### src/hw/rtl/pli_pkg.sv
`default_nettype none
package pli_pkg;

	localparam int unsigned DW              = 32;
	localparam int unsigned SLOT_W          = 6;
	localparam int unsigned CNT_W           = 7;
	localparam int unsigned SEG_W           = 6;
	localparam int unsigned CODE_W          = 2;
	localparam int unsigned TABLE_DEPTH_DEF = 64;
	localparam int unsigned DIV_CW          = $clog2(DW);

	localparam logic CMD_LOAD  = 1'b0;
	localparam logic CMD_QUERY = 1'b1;

	localparam logic [CODE_W-1:0] CC_INTERIOR = 2'd0;
	localparam logic [CODE_W-1:0] CC_LOW      = 2'd1;
	localparam logic [CODE_W-1:0] CC_HIGH     = 2'd2;
	localparam logic [CODE_W-1:0] CC_SHORT    = 2'd3;

	localparam logic [2:0] AS_ZERO  = 3'd0;
	localparam logic [2:0] AS_LAST  = 3'd1;
	localparam logic [2:0] AS_LOW   = 3'd2;
	localparam logic [2:0] AS_LOWP1 = 3'd3;
	localparam logic [2:0] AS_MID   = 3'd4;

	localparam logic [2:0] RS_ZERO  = 3'd0;
	localparam logic [2:0] RS_ONE   = 3'd1;
	localparam logic [2:0] RS_LOW   = 3'd2;
	localparam logic [2:0] RS_HIGH  = 3'd3;
	localparam logic [2:0] RS_FLAT  = 3'd4;
	localparam logic [2:0] RS_BLEND = 3'd5;

	typedef struct packed {
		logic       idle;
		logic       capture;
		logic       rd_en;
		logic [2:0] addr_sel;
		logic       hunt_init;
		logic       bis_init;
		logic       low_dec;
		logic       low_inc;
		logic       bis_step;
		logic       seg_commit;
		logic       lat_lo;
		logic       lat_hi;
		logic       prep;
		logic       mul1;
		logic       mul2;
		logic       div_init;
		logic       div_step;
		logic       res_load;
		logic [2:0] res_sel;
	} pli_cmd_t;

	typedef struct packed {
		logic req_valid;
		logic req_query;
		logic n_zero;
		logic n_one;
		logic x_lt_rd;
		logic x_le_rd;
		logic hunt_ok;
		logic low_zero;
		logic low_top;
		logic bis_done;
		logic flat;
		logic div_done;
		logic out_free;
	} pli_sts_t;

endpackage
`default_nettype wire

### src/hw/rtl/pli_ctrl.sv
`default_nettype none
module pli_ctrl (
	input  wire logic              clk,
	input  wire logic              arst_n,
	input  wire pli_pkg::pli_sts_t sts,
	output pli_pkg::pli_cmd_t      cmd
);
	import pli_pkg::*;

	localparam logic [4:0] S_IDLE = 5'd0;
	localparam logic [4:0] S_CHK  = 5'd1;
	localparam logic [4:0] S_P0   = 5'd2;
	localparam logic [4:0] S_PN   = 5'd3;
	localparam logic [4:0] S_HA   = 5'd4;
	localparam logic [4:0] S_HC0  = 5'd5;
	localparam logic [4:0] S_HDA  = 5'd6;
	localparam logic [4:0] S_HDC  = 5'd7;
	localparam logic [4:0] S_HUA  = 5'd8;
	localparam logic [4:0] S_HUC  = 5'd9;
	localparam logic [4:0] S_HUT  = 5'd10;
	localparam logic [4:0] S_BA   = 5'd11;
	localparam logic [4:0] S_BC   = 5'd12;
	localparam logic [4:0] S_SEG  = 5'd13;
	localparam logic [4:0] S_SL   = 5'd14;
	localparam logic [4:0] S_SH   = 5'd15;
	localparam logic [4:0] S_PR   = 5'd16;
	localparam logic [4:0] S_M1   = 5'd17;
	localparam logic [4:0] S_M2   = 5'd18;
	localparam logic [4:0] S_DI   = 5'd19;
	localparam logic [4:0] S_DS   = 5'd20;
	localparam logic [4:0] S_DONE = 5'd21;

	logic [4:0] state_q, state_d;
	logic [2:0] pend_q, pend_d;

	always_ff @(posedge clk or negedge arst_n) begin
		if (!arst_n) begin
			state_q <= S_IDLE;
			pend_q  <= RS_ZERO;
		end else begin
			state_q <= state_d;
			pend_q  <= pend_d;
		end
	end

	always_comb begin
		cmd     = '0;
		state_d = state_q;
		pend_d  = pend_q;
		case (state_q)
			S_IDLE: begin
				cmd.idle = 1'b1;
				if (sts.req_valid && sts.req_query) begin
					cmd.capture = 1'b1;
					state_d     = S_CHK;
				end
			end
			S_CHK: begin
				if (sts.n_zero) begin
					pend_d  = RS_ZERO;
					state_d = S_DONE;
				end else begin
					cmd.rd_en    = 1'b1;
					cmd.addr_sel = AS_ZERO;
					state_d      = S_P0;
				end
			end
			S_P0: begin
				if (sts.n_one) begin
					pend_d  = RS_ONE;
					state_d = S_DONE;
				end else if (sts.x_le_rd) begin
					pend_d  = RS_LOW;
					state_d = S_DONE;
				end else begin
					cmd.rd_en    = 1'b1;
					cmd.addr_sel = AS_LAST;
					state_d      = S_PN;
				end
			end
			S_PN: begin
				if (!sts.x_lt_rd) begin
					pend_d  = RS_HIGH;
					state_d = S_DONE;
				end else if (sts.hunt_ok) begin
					cmd.hunt_init = 1'b1;
					state_d       = S_HA;
				end else begin
					cmd.bis_init = 1'b1;
					state_d      = S_BA;
				end
			end
			S_HA: begin
				cmd.rd_en    = 1'b1;
				cmd.addr_sel = AS_LOW;
				state_d      = S_HC0;
			end
			S_HC0: begin
				if (sts.x_lt_rd) begin
					if (sts.low_zero) begin
						state_d = S_SEG;
					end else begin
						cmd.low_dec = 1'b1;
						state_d     = S_HDA;
					end
				end else if (sts.low_top) begin
					state_d = S_SEG;
				end else begin
					state_d = S_HUA;
				end
			end
			S_HDA: begin
				cmd.rd_en    = 1'b1;
				cmd.addr_sel = AS_LOW;
				state_d      = S_HDC;
			end
			S_HDC: begin
				if (sts.x_lt_rd && !sts.low_zero) begin
					cmd.low_dec = 1'b1;
					state_d     = S_HDA;
				end else begin
					state_d = S_SEG;
				end
			end
			S_HUA: begin
				cmd.rd_en    = 1'b1;
				cmd.addr_sel = AS_LOWP1;
				state_d      = S_HUC;
			end
			S_HUC: begin
				if (!sts.x_lt_rd) begin
					cmd.low_inc = 1'b1;
					state_d     = S_HUT;
				end else begin
					state_d = S_SEG;
				end
			end
			S_HUT: begin
				state_d = sts.low_top ? S_SEG : S_HUA;
			end
			S_BA: begin
				if (sts.bis_done) begin
					state_d = S_SEG;
				end else begin
					cmd.rd_en    = 1'b1;
					cmd.addr_sel = AS_MID;
					state_d      = S_BC;
				end
			end
			S_BC: begin
				cmd.bis_step = 1'b1;
				state_d      = S_BA;
			end
			S_SEG: begin
				cmd.rd_en      = 1'b1;
				cmd.addr_sel   = AS_LOW;
				cmd.seg_commit = 1'b1;
				state_d        = S_SL;
			end
			S_SL: begin
				cmd.lat_lo   = 1'b1;
				cmd.rd_en    = 1'b1;
				cmd.addr_sel = AS_LOWP1;
				state_d      = S_SH;
			end
			S_SH: begin
				cmd.lat_hi = 1'b1;
				state_d    = S_PR;
			end
			S_PR: begin
				if (sts.flat) begin
					pend_d  = RS_FLAT;
					state_d = S_DONE;
				end else begin
					cmd.prep = 1'b1;
					state_d  = S_M1;
				end
			end
			S_M1: begin
				cmd.mul1 = 1'b1;
				state_d  = S_M2;
			end
			S_M2: begin
				cmd.mul2 = 1'b1;
				state_d  = S_DI;
			end
			S_DI: begin
				cmd.div_init = 1'b1;
				state_d      = S_DS;
			end
			S_DS: begin
				cmd.div_step = 1'b1;
				if (sts.div_done) begin
					pend_d  = RS_BLEND;
					state_d = S_DONE;
				end
			end
			S_DONE: begin
				cmd.res_sel = pend_q;
				if (sts.out_free) begin
					cmd.res_load = 1'b1;
					state_d      = S_IDLE;
				end
			end
			default: begin
				state_d = S_IDLE;
			end
		endcase
	end

endmodule
`default_nettype wire

### config.mk
export PLATFORM = sky130hd
export DESIGN_NAME = pli_ctrl
export DESIGN_NICKNAME = d
export VERILOG_FILES = /design/src/hw/rtl/pli_pkg.sv /design/src/hw/rtl/pli_ctrl.sv
export SDC_FILE = /design/constraint.sdc
export NUM_CORES = 1
export LEC_CHECK = 0
export BUFFER_PORTS_ARGS = -buffer_cell sky130_fd_sc_hd__clkbuf_2
export CAP_MARGIN = 10
export CORE_MARGIN = 2
export CORE_UTILIZATION = 45
export CTS_BUF_LIST = sky130_fd_sc_hd__clkbuf_4 sky130_fd_sc_hd__clkbuf_8
export CTS_CLUSTER_SIZE = 8
export DETAILED_ROUTE_END_ITERATION = 8
export HOLD_SLACK_MARGIN = 0.08
export PLACE_DENSITY = 0.87
export SYNTH_ARGS = -nofsm -noshare
export SYNTH_HDL_FRONTEND = slang
export SYNTH_SLANG_ARGS = --single-unit
### constraint.sdc
create_clock -name clk -period 1.85 [get_ports clk]
set_input_delay 0.37 -clock clk [delete_from_list [all_inputs] [get_ports clk]]
set_output_delay 0.37 -clock clk [all_outputs]
set_load 0.1 [all_outputs]
==> metrics, run 1 <==
Die H 51.7 um; post-placement cell count 243; HPWL after DPL 4370 um; Yosys warning count 0; effective utilization at floorplan 0.468; chip width 51.7 um; placer congestion estimate 1.01; Syn Std Cell Area 1020 sq um; I/O pin total 38; post-CTS sizing 45; number of storage elements in the synthesis netlist 8; stop err [ERROR DPL-0038] Utilization greater than 100%, impossible to legalize; number of clock sinks 8; number of nets in the synthesized netlist 162; Unique masters post-synth 41; CTS root buffer sky130_fd_sc_hd__clkbuf_4; register area share after synthesis 0.195; stage where the flow stopped clock tree synthesis; clock buffers created by TritonCTS 3; top flip-flop cell by instance count after synthesis sky130_fd_sc_hd__dfrtp_1; share of synthesized registers carrying an async set or reset 1.00; count of input and output buffers 37; number of H-tree levels 1; outcome did not finish; number of buffers on the longest clock path 2; Post-synth EDFFs 0; number of setup buffers added after CTS 18; hold-fix buffer count after cts 1; Post-Synthesis Cells 147; mean instance size in the synthesized netlist 6.97 sq um; standard-cell rows 17
Yosys cell counts, types with 5 or more instances:
cell / instances / area [sq um]
sky130_fd_sc_hd__a21oi_1: 9 / 45.0
sky130_fd_sc_hd__a31oi_1: 5 / 31.3
sky130_fd_sc_hd__clkbuf_1: 7 / 26.3
sky130_fd_sc_hd__dfrtp_1: 8 / 200
sky130_fd_sc_hd__inv_1: 6 / 22.5
sky130_fd_sc_hd__nand2_1: 10 / 37.5
sky130_fd_sc_hd__nand2b_1: 5 / 31.3
sky130_fd_sc_hd__nand3_1: 7 / 35.0
sky130_fd_sc_hd__nor2_1: 18 / 67.6
sky130_fd_sc_hd__nor2b_1: 6 / 37.5
sky130_fd_sc_hd__nor3_1: 12 / 60.1
sky130_fd_sc_hd__o21ai_0: 6 / 30.0
logic make-up after synthesis:
logic type                synth area share
AOI/OAI and AO/OA                    0.280
and+or+nand+nor                      0.382
DFF                                  0.195
muxes                               0.0427
xor gates and xnor gates            0.0256
buffers and inverters               0.0745
through the flow:
step	instance area [sq um]	setup WS [ns]	hold WS, ns
detailed placement	2070	-0.234	0.224
global placement	2070	-0.139	0.214
floorplan	1270	-0.572	0.0744
==> run 2: changes to the inputs <==
==> config.mk (replaced) <==
export PLATFORM = sky130hd
export DESIGN_NAME = pli_ctrl
export DESIGN_NICKNAME = d
export VERILOG_FILES = /design/src/hw/rtl/pli_pkg.sv /design/src/hw/rtl/pli_ctrl.sv
export SDC_FILE = /design/constraint.sdc
export NUM_CORES = 1
export LEC_CHECK = 0
export BUFFER_PORTS_ARGS = -buffer_cell sky130_fd_sc_hd__clkbuf_2
export CAP_MARGIN = 10
export CORE_AREA = 2 2 63 65
export DETAILED_ROUTE_END_ITERATION = 8
export DIE_AREA = 0 0 65 67
export PLACE_DENSITY_LB_ADDON = 0.15
export SYNTH_ARGS = -nofsm -noshare
export SYNTH_HDL_FRONTEND = slang
export SYNTH_SLANG_ARGS = --single-unit
==> constraint.sdc (replaced) <==
create_clock -name clk -period 2.4 [get_ports clk]
set_input_delay 0.48 -clock clk [delete_from_list [all_inputs] [get_ports clk]]
set_output_delay 0.48 -clock clk [all_outputs]
set_load 0.1 [all_outputs]
==> run 2 against run 1 <==
The flow now finishes without violations. Synthesized area stayed put. Synthesized cell count stayed put.
==> metrics, run 2 <==
clock buffers created by TritonCTS 3 (unchanged); routed length per instance 15.3 um; post-route design area 1880 sq um; antenna violations before repair 0; Unique masters post-synth 41 (unchanged); ratio of total power to cell area 1380 nW/um^2; Placement Cell Area 1790 sq um (was 2070 sq um); CP endpoint kind primary output; FF-to-FF End pend_q[0]; Global Route Usage Sum 0.179; relative contribution of combinational cells to total power 0.835; chip width 65 um (was 51.7 um); register area share after synthesis 0.195 (unchanged); die area 4360 sq um; maximum number of pins on one net before global-route repair 18; Regs by FF count state_q x5, pend_q x3; Sw Ratio 0.559; Area growth syn-to-layout 83.4%; Yosys top cell area share 0.195 (unchanged); net count reported at finish 212; library cell appearing most often on the critical path sky130_fd_sc_hd__or3_4; min Tclk post-route 2.39 ns; Setup WS post-layout 0.0131 ns; leading post-synthesis cells by instance count 18 x sky130_fd_sc_hd__nor2_1, 12 x sky130_fd_sc_hd__nor3_1, 10 x sky130_fd_sc_hd__nand2_1, 9 x sky130_fd_sc_hd__a21oi_1, 8 x sky130_fd_sc_hd__dfrtp_1 (unchanged); nature of the critical path startpoint flop; Setup crit start state_q[2]; CP max-delay cell sky130_fd_sc_hd__dfrtp_2; Largest stage delay, worst path 0.42 ns; Die H 67 um (was 51.7 um); First DRT Iteration DRCs 53; Worst setup endpoint cmd[20]; cell-by-cell listing of the critical path or3b_4 -> or3_4 -> o32ai_4 -> or3_4 -> buf_12; Sw Pwr 1450 uW; Syn Std Cell Area 1020 sq um (unchanged); Setup Skew 0.00203 ns; critical path arrival 1.91 ns; top library cells by usage in the layout, fill and taps aside 23 x sky130_fd_sc_hd__buf_12, 21 x sky130_fd_sc_hd__buf_4, 14 x sky130_fd_sc_hd__clkbuf_2, 13 x sky130_fd_sc_hd__nor2_1, 10 x sky130_fd_sc_hd__nand2_1; drc violations 0; Max IR drop VDD 612 uV; Yosys warning count 0 (unchanged); outcome completed (was did not finish); CP required 1.92 ns; number of nets in the synthesized netlist 162 (unchanged); Worst-path clk slew 0.04 ns; count of input and output buffers 37 (unchanged); CTS root buffer sky130_fd_sc_hd__clkbuf_8 (was sky130_fd_sc_hd__clkbuf_4); upper clock frequency limit 419 MHz; count of final setup violators 0; standard-cell rows 22 (was 17); I/O pin total 38 (unchanged); leakage power 0.000773 uW; final-report hold violation count 0; Post-Synthesis Cells 147 (unchanged); top cell type by total area after synthesis sky130_fd_sc_hd__dfrtp_1 (unchanged); Seq pwr share 0.107; RSZ-0062 raised after global routing yes; Most flops, register state_q; ANT nets after route 0; kind of critical path reg -> out; number of flip-flops in the largest register 5; detailed-routing iteration count for the pre-antenna-repair pass 6; top-count cell post-synth sky130_fd_sc_hd__nor2_1 (unchanged); effective utilization at floorplan 0.284 (was 0.468); Max-Cap Viols 0; via count of the first global-routing pass 1246; most frequent standard cell in the layout excluding fill and tap cells sky130_fd_sc_hd__buf_12; number of buffers on the longest clock path 2 (unchanged); overflow left after global routing 0; via count 1321; Skew-Pair Late Insertion Delay 0.22 ns; class of the tightest hold or removal check in -> async; hold-fix buffer count after cts 0 (was 1); HPWL after DPL 3080 um (was 4370 um); top flip-flop cell by instance count after synthesis sky130_fd_sc_hd__dfrtp_1 (unchanged); placer congestion estimate 0.882 (was 1.01); source of the worst register-to-register timing path state_q[0]; Final Max Tran Viols 0; number of H-tree levels 1 (unchanged); number of storage elements in the synthesis netlist 8 (unchanged); actual slew at the worst max-slew pin 0.589 ns; Vias per Instance 5.44; largest fanout of any net on the critical path 4; TritonCTS clock tree yes; Clk network pwr share 0.059; mean instance size in the synthesized netlist 6.97 sq um (unchanged); worst slack after detailed placement 0.204 ns (was -0.234 ns); final hold slack 0.0952 ns; cell internal pwr 1140 uW; placeable core region 3610 sq um; fraction of final layout cells sized beyond drive strength 1 0.451; worst reg2reg path depth 7; Post-synth EDFFs 0 (unchanged); Max-Slew Margin vs Limit 0.604; total wire length after detailed routing 3720 um; wire length of the first global-routing pass 6110 um; share of synthesized registers carrying an async set or reset 1.00 (unchanged); ant diodes 0; final critical-path share of the clock period 0.995; number of clock sinks 8 (unchanged); register-to-register path setup slack 0.21 ns; biggest area contributors in the synthesized netlist sky130_fd_sc_hd__dfrtp_1 20%, sky130_fd_sc_hd__nor2_1 6.6%, sky130_fd_sc_hd__nor3_1 5.9%, sky130_fd_sc_hd__a21oi_1 4.4%, sky130_fd_sc_hd__nand2_1 3.7% (unchanged)
-- run 2: cell counts after synthesis --
No cell type changed its count.
-- run 2: repair_timing --
item | 4_1_cts | 5_1_grt
buffers inserted | 0 | 5
gates cloned | 0 | 0
endpoints found under the setup margin | 1 | 1
pin swaps | 0 | 4
resized for setup | 2 | 3
-- run 2: worst min-delay path by stage --
stage	from	endpoint	cells past startpoint
floorplan	arst_n	pend_q[0]	0
global placement	arst_n	state_q[3]	1
detailed placement	arst_n	state_q[1]	1
CTS	arst_n	pend_q[2]	1
global route	arst_n	state_q[3]	1
finish	arst_n	pend_q[0]	1
-- run 2: layout make-up --
class                           count  area, sq um
Clock buffer                        3         41.3
Fill cell                         344         1730
Inverter                            6         22.5
Multi-Input combinational cell    120          865
Sequential cell                     8          203
Tap cell                           48         60.1
Timing Repair Buffer               58          688
-- run 2: cell families (layout without fill, tap and decap cells) --
group                  Yosys count  after routing  synth area share
AND/OR/NAND/NOR                 75             75             0.382
AO/OA/AOI/OAI                   38             38             0.280
buffers and inverters           19             67            0.0745
flip-flops                       8              8             0.195
multiplexers                     4              4            0.0427
XOR/XNOR                         3              3            0.0256
-- run 2: worst max-delay path: cells and delay by family, from the launching register on --
| family | cells | cell delay, ns |
|---|---|---|
| AOI/OAI and AO/OA | 1 | 0.12 |
| buffers and inverters | 1 | 0.16 |
| DFF | 1 | 0.42 |
| and+or+nand+nor | 3 | 0.99 |
-- run 2: metal layers --
metal,vias to the layer above,wire [um],track usage
met5,-,0,0
met4,0,98,0.0532
met3,10,290,0.0236
met2,75,1760,0.293
met1,610,1570,0.245
li1,626,-,-
-- run 2: per-stage QoR --
| step | util | power (uW) | std cells | setup TNS (ns) |
|---|---|---|---|---|
| global placement | 0.496 | 2310 | 235 | 0 |
| floorplan | - | 1680 | 147 | -3.08 |
| detailed placement | 0.496 | 2350 | 235 | 0 |
| CTS | 0.509 | 2520 | 238 | 0 |
| global route | 0.521 | 2740 | 243 | -0.0266 |
| finish | 0.521 | 2590 | 243 | 0 |
-- run 2: power by group through the flow --
stage / clock network (uW) / registers [uW] / logic [uW]
global placement: 0 / 275 / 2040
finish: 152 / 277 / 2160
global route: 161 / 281 / 2290
CTS: 155 / 283 / 2080
detailed placement: 0 / 281 / 2070
floorplan: 0 / 218 / 1460
Power figures use the tool's default switching activity.
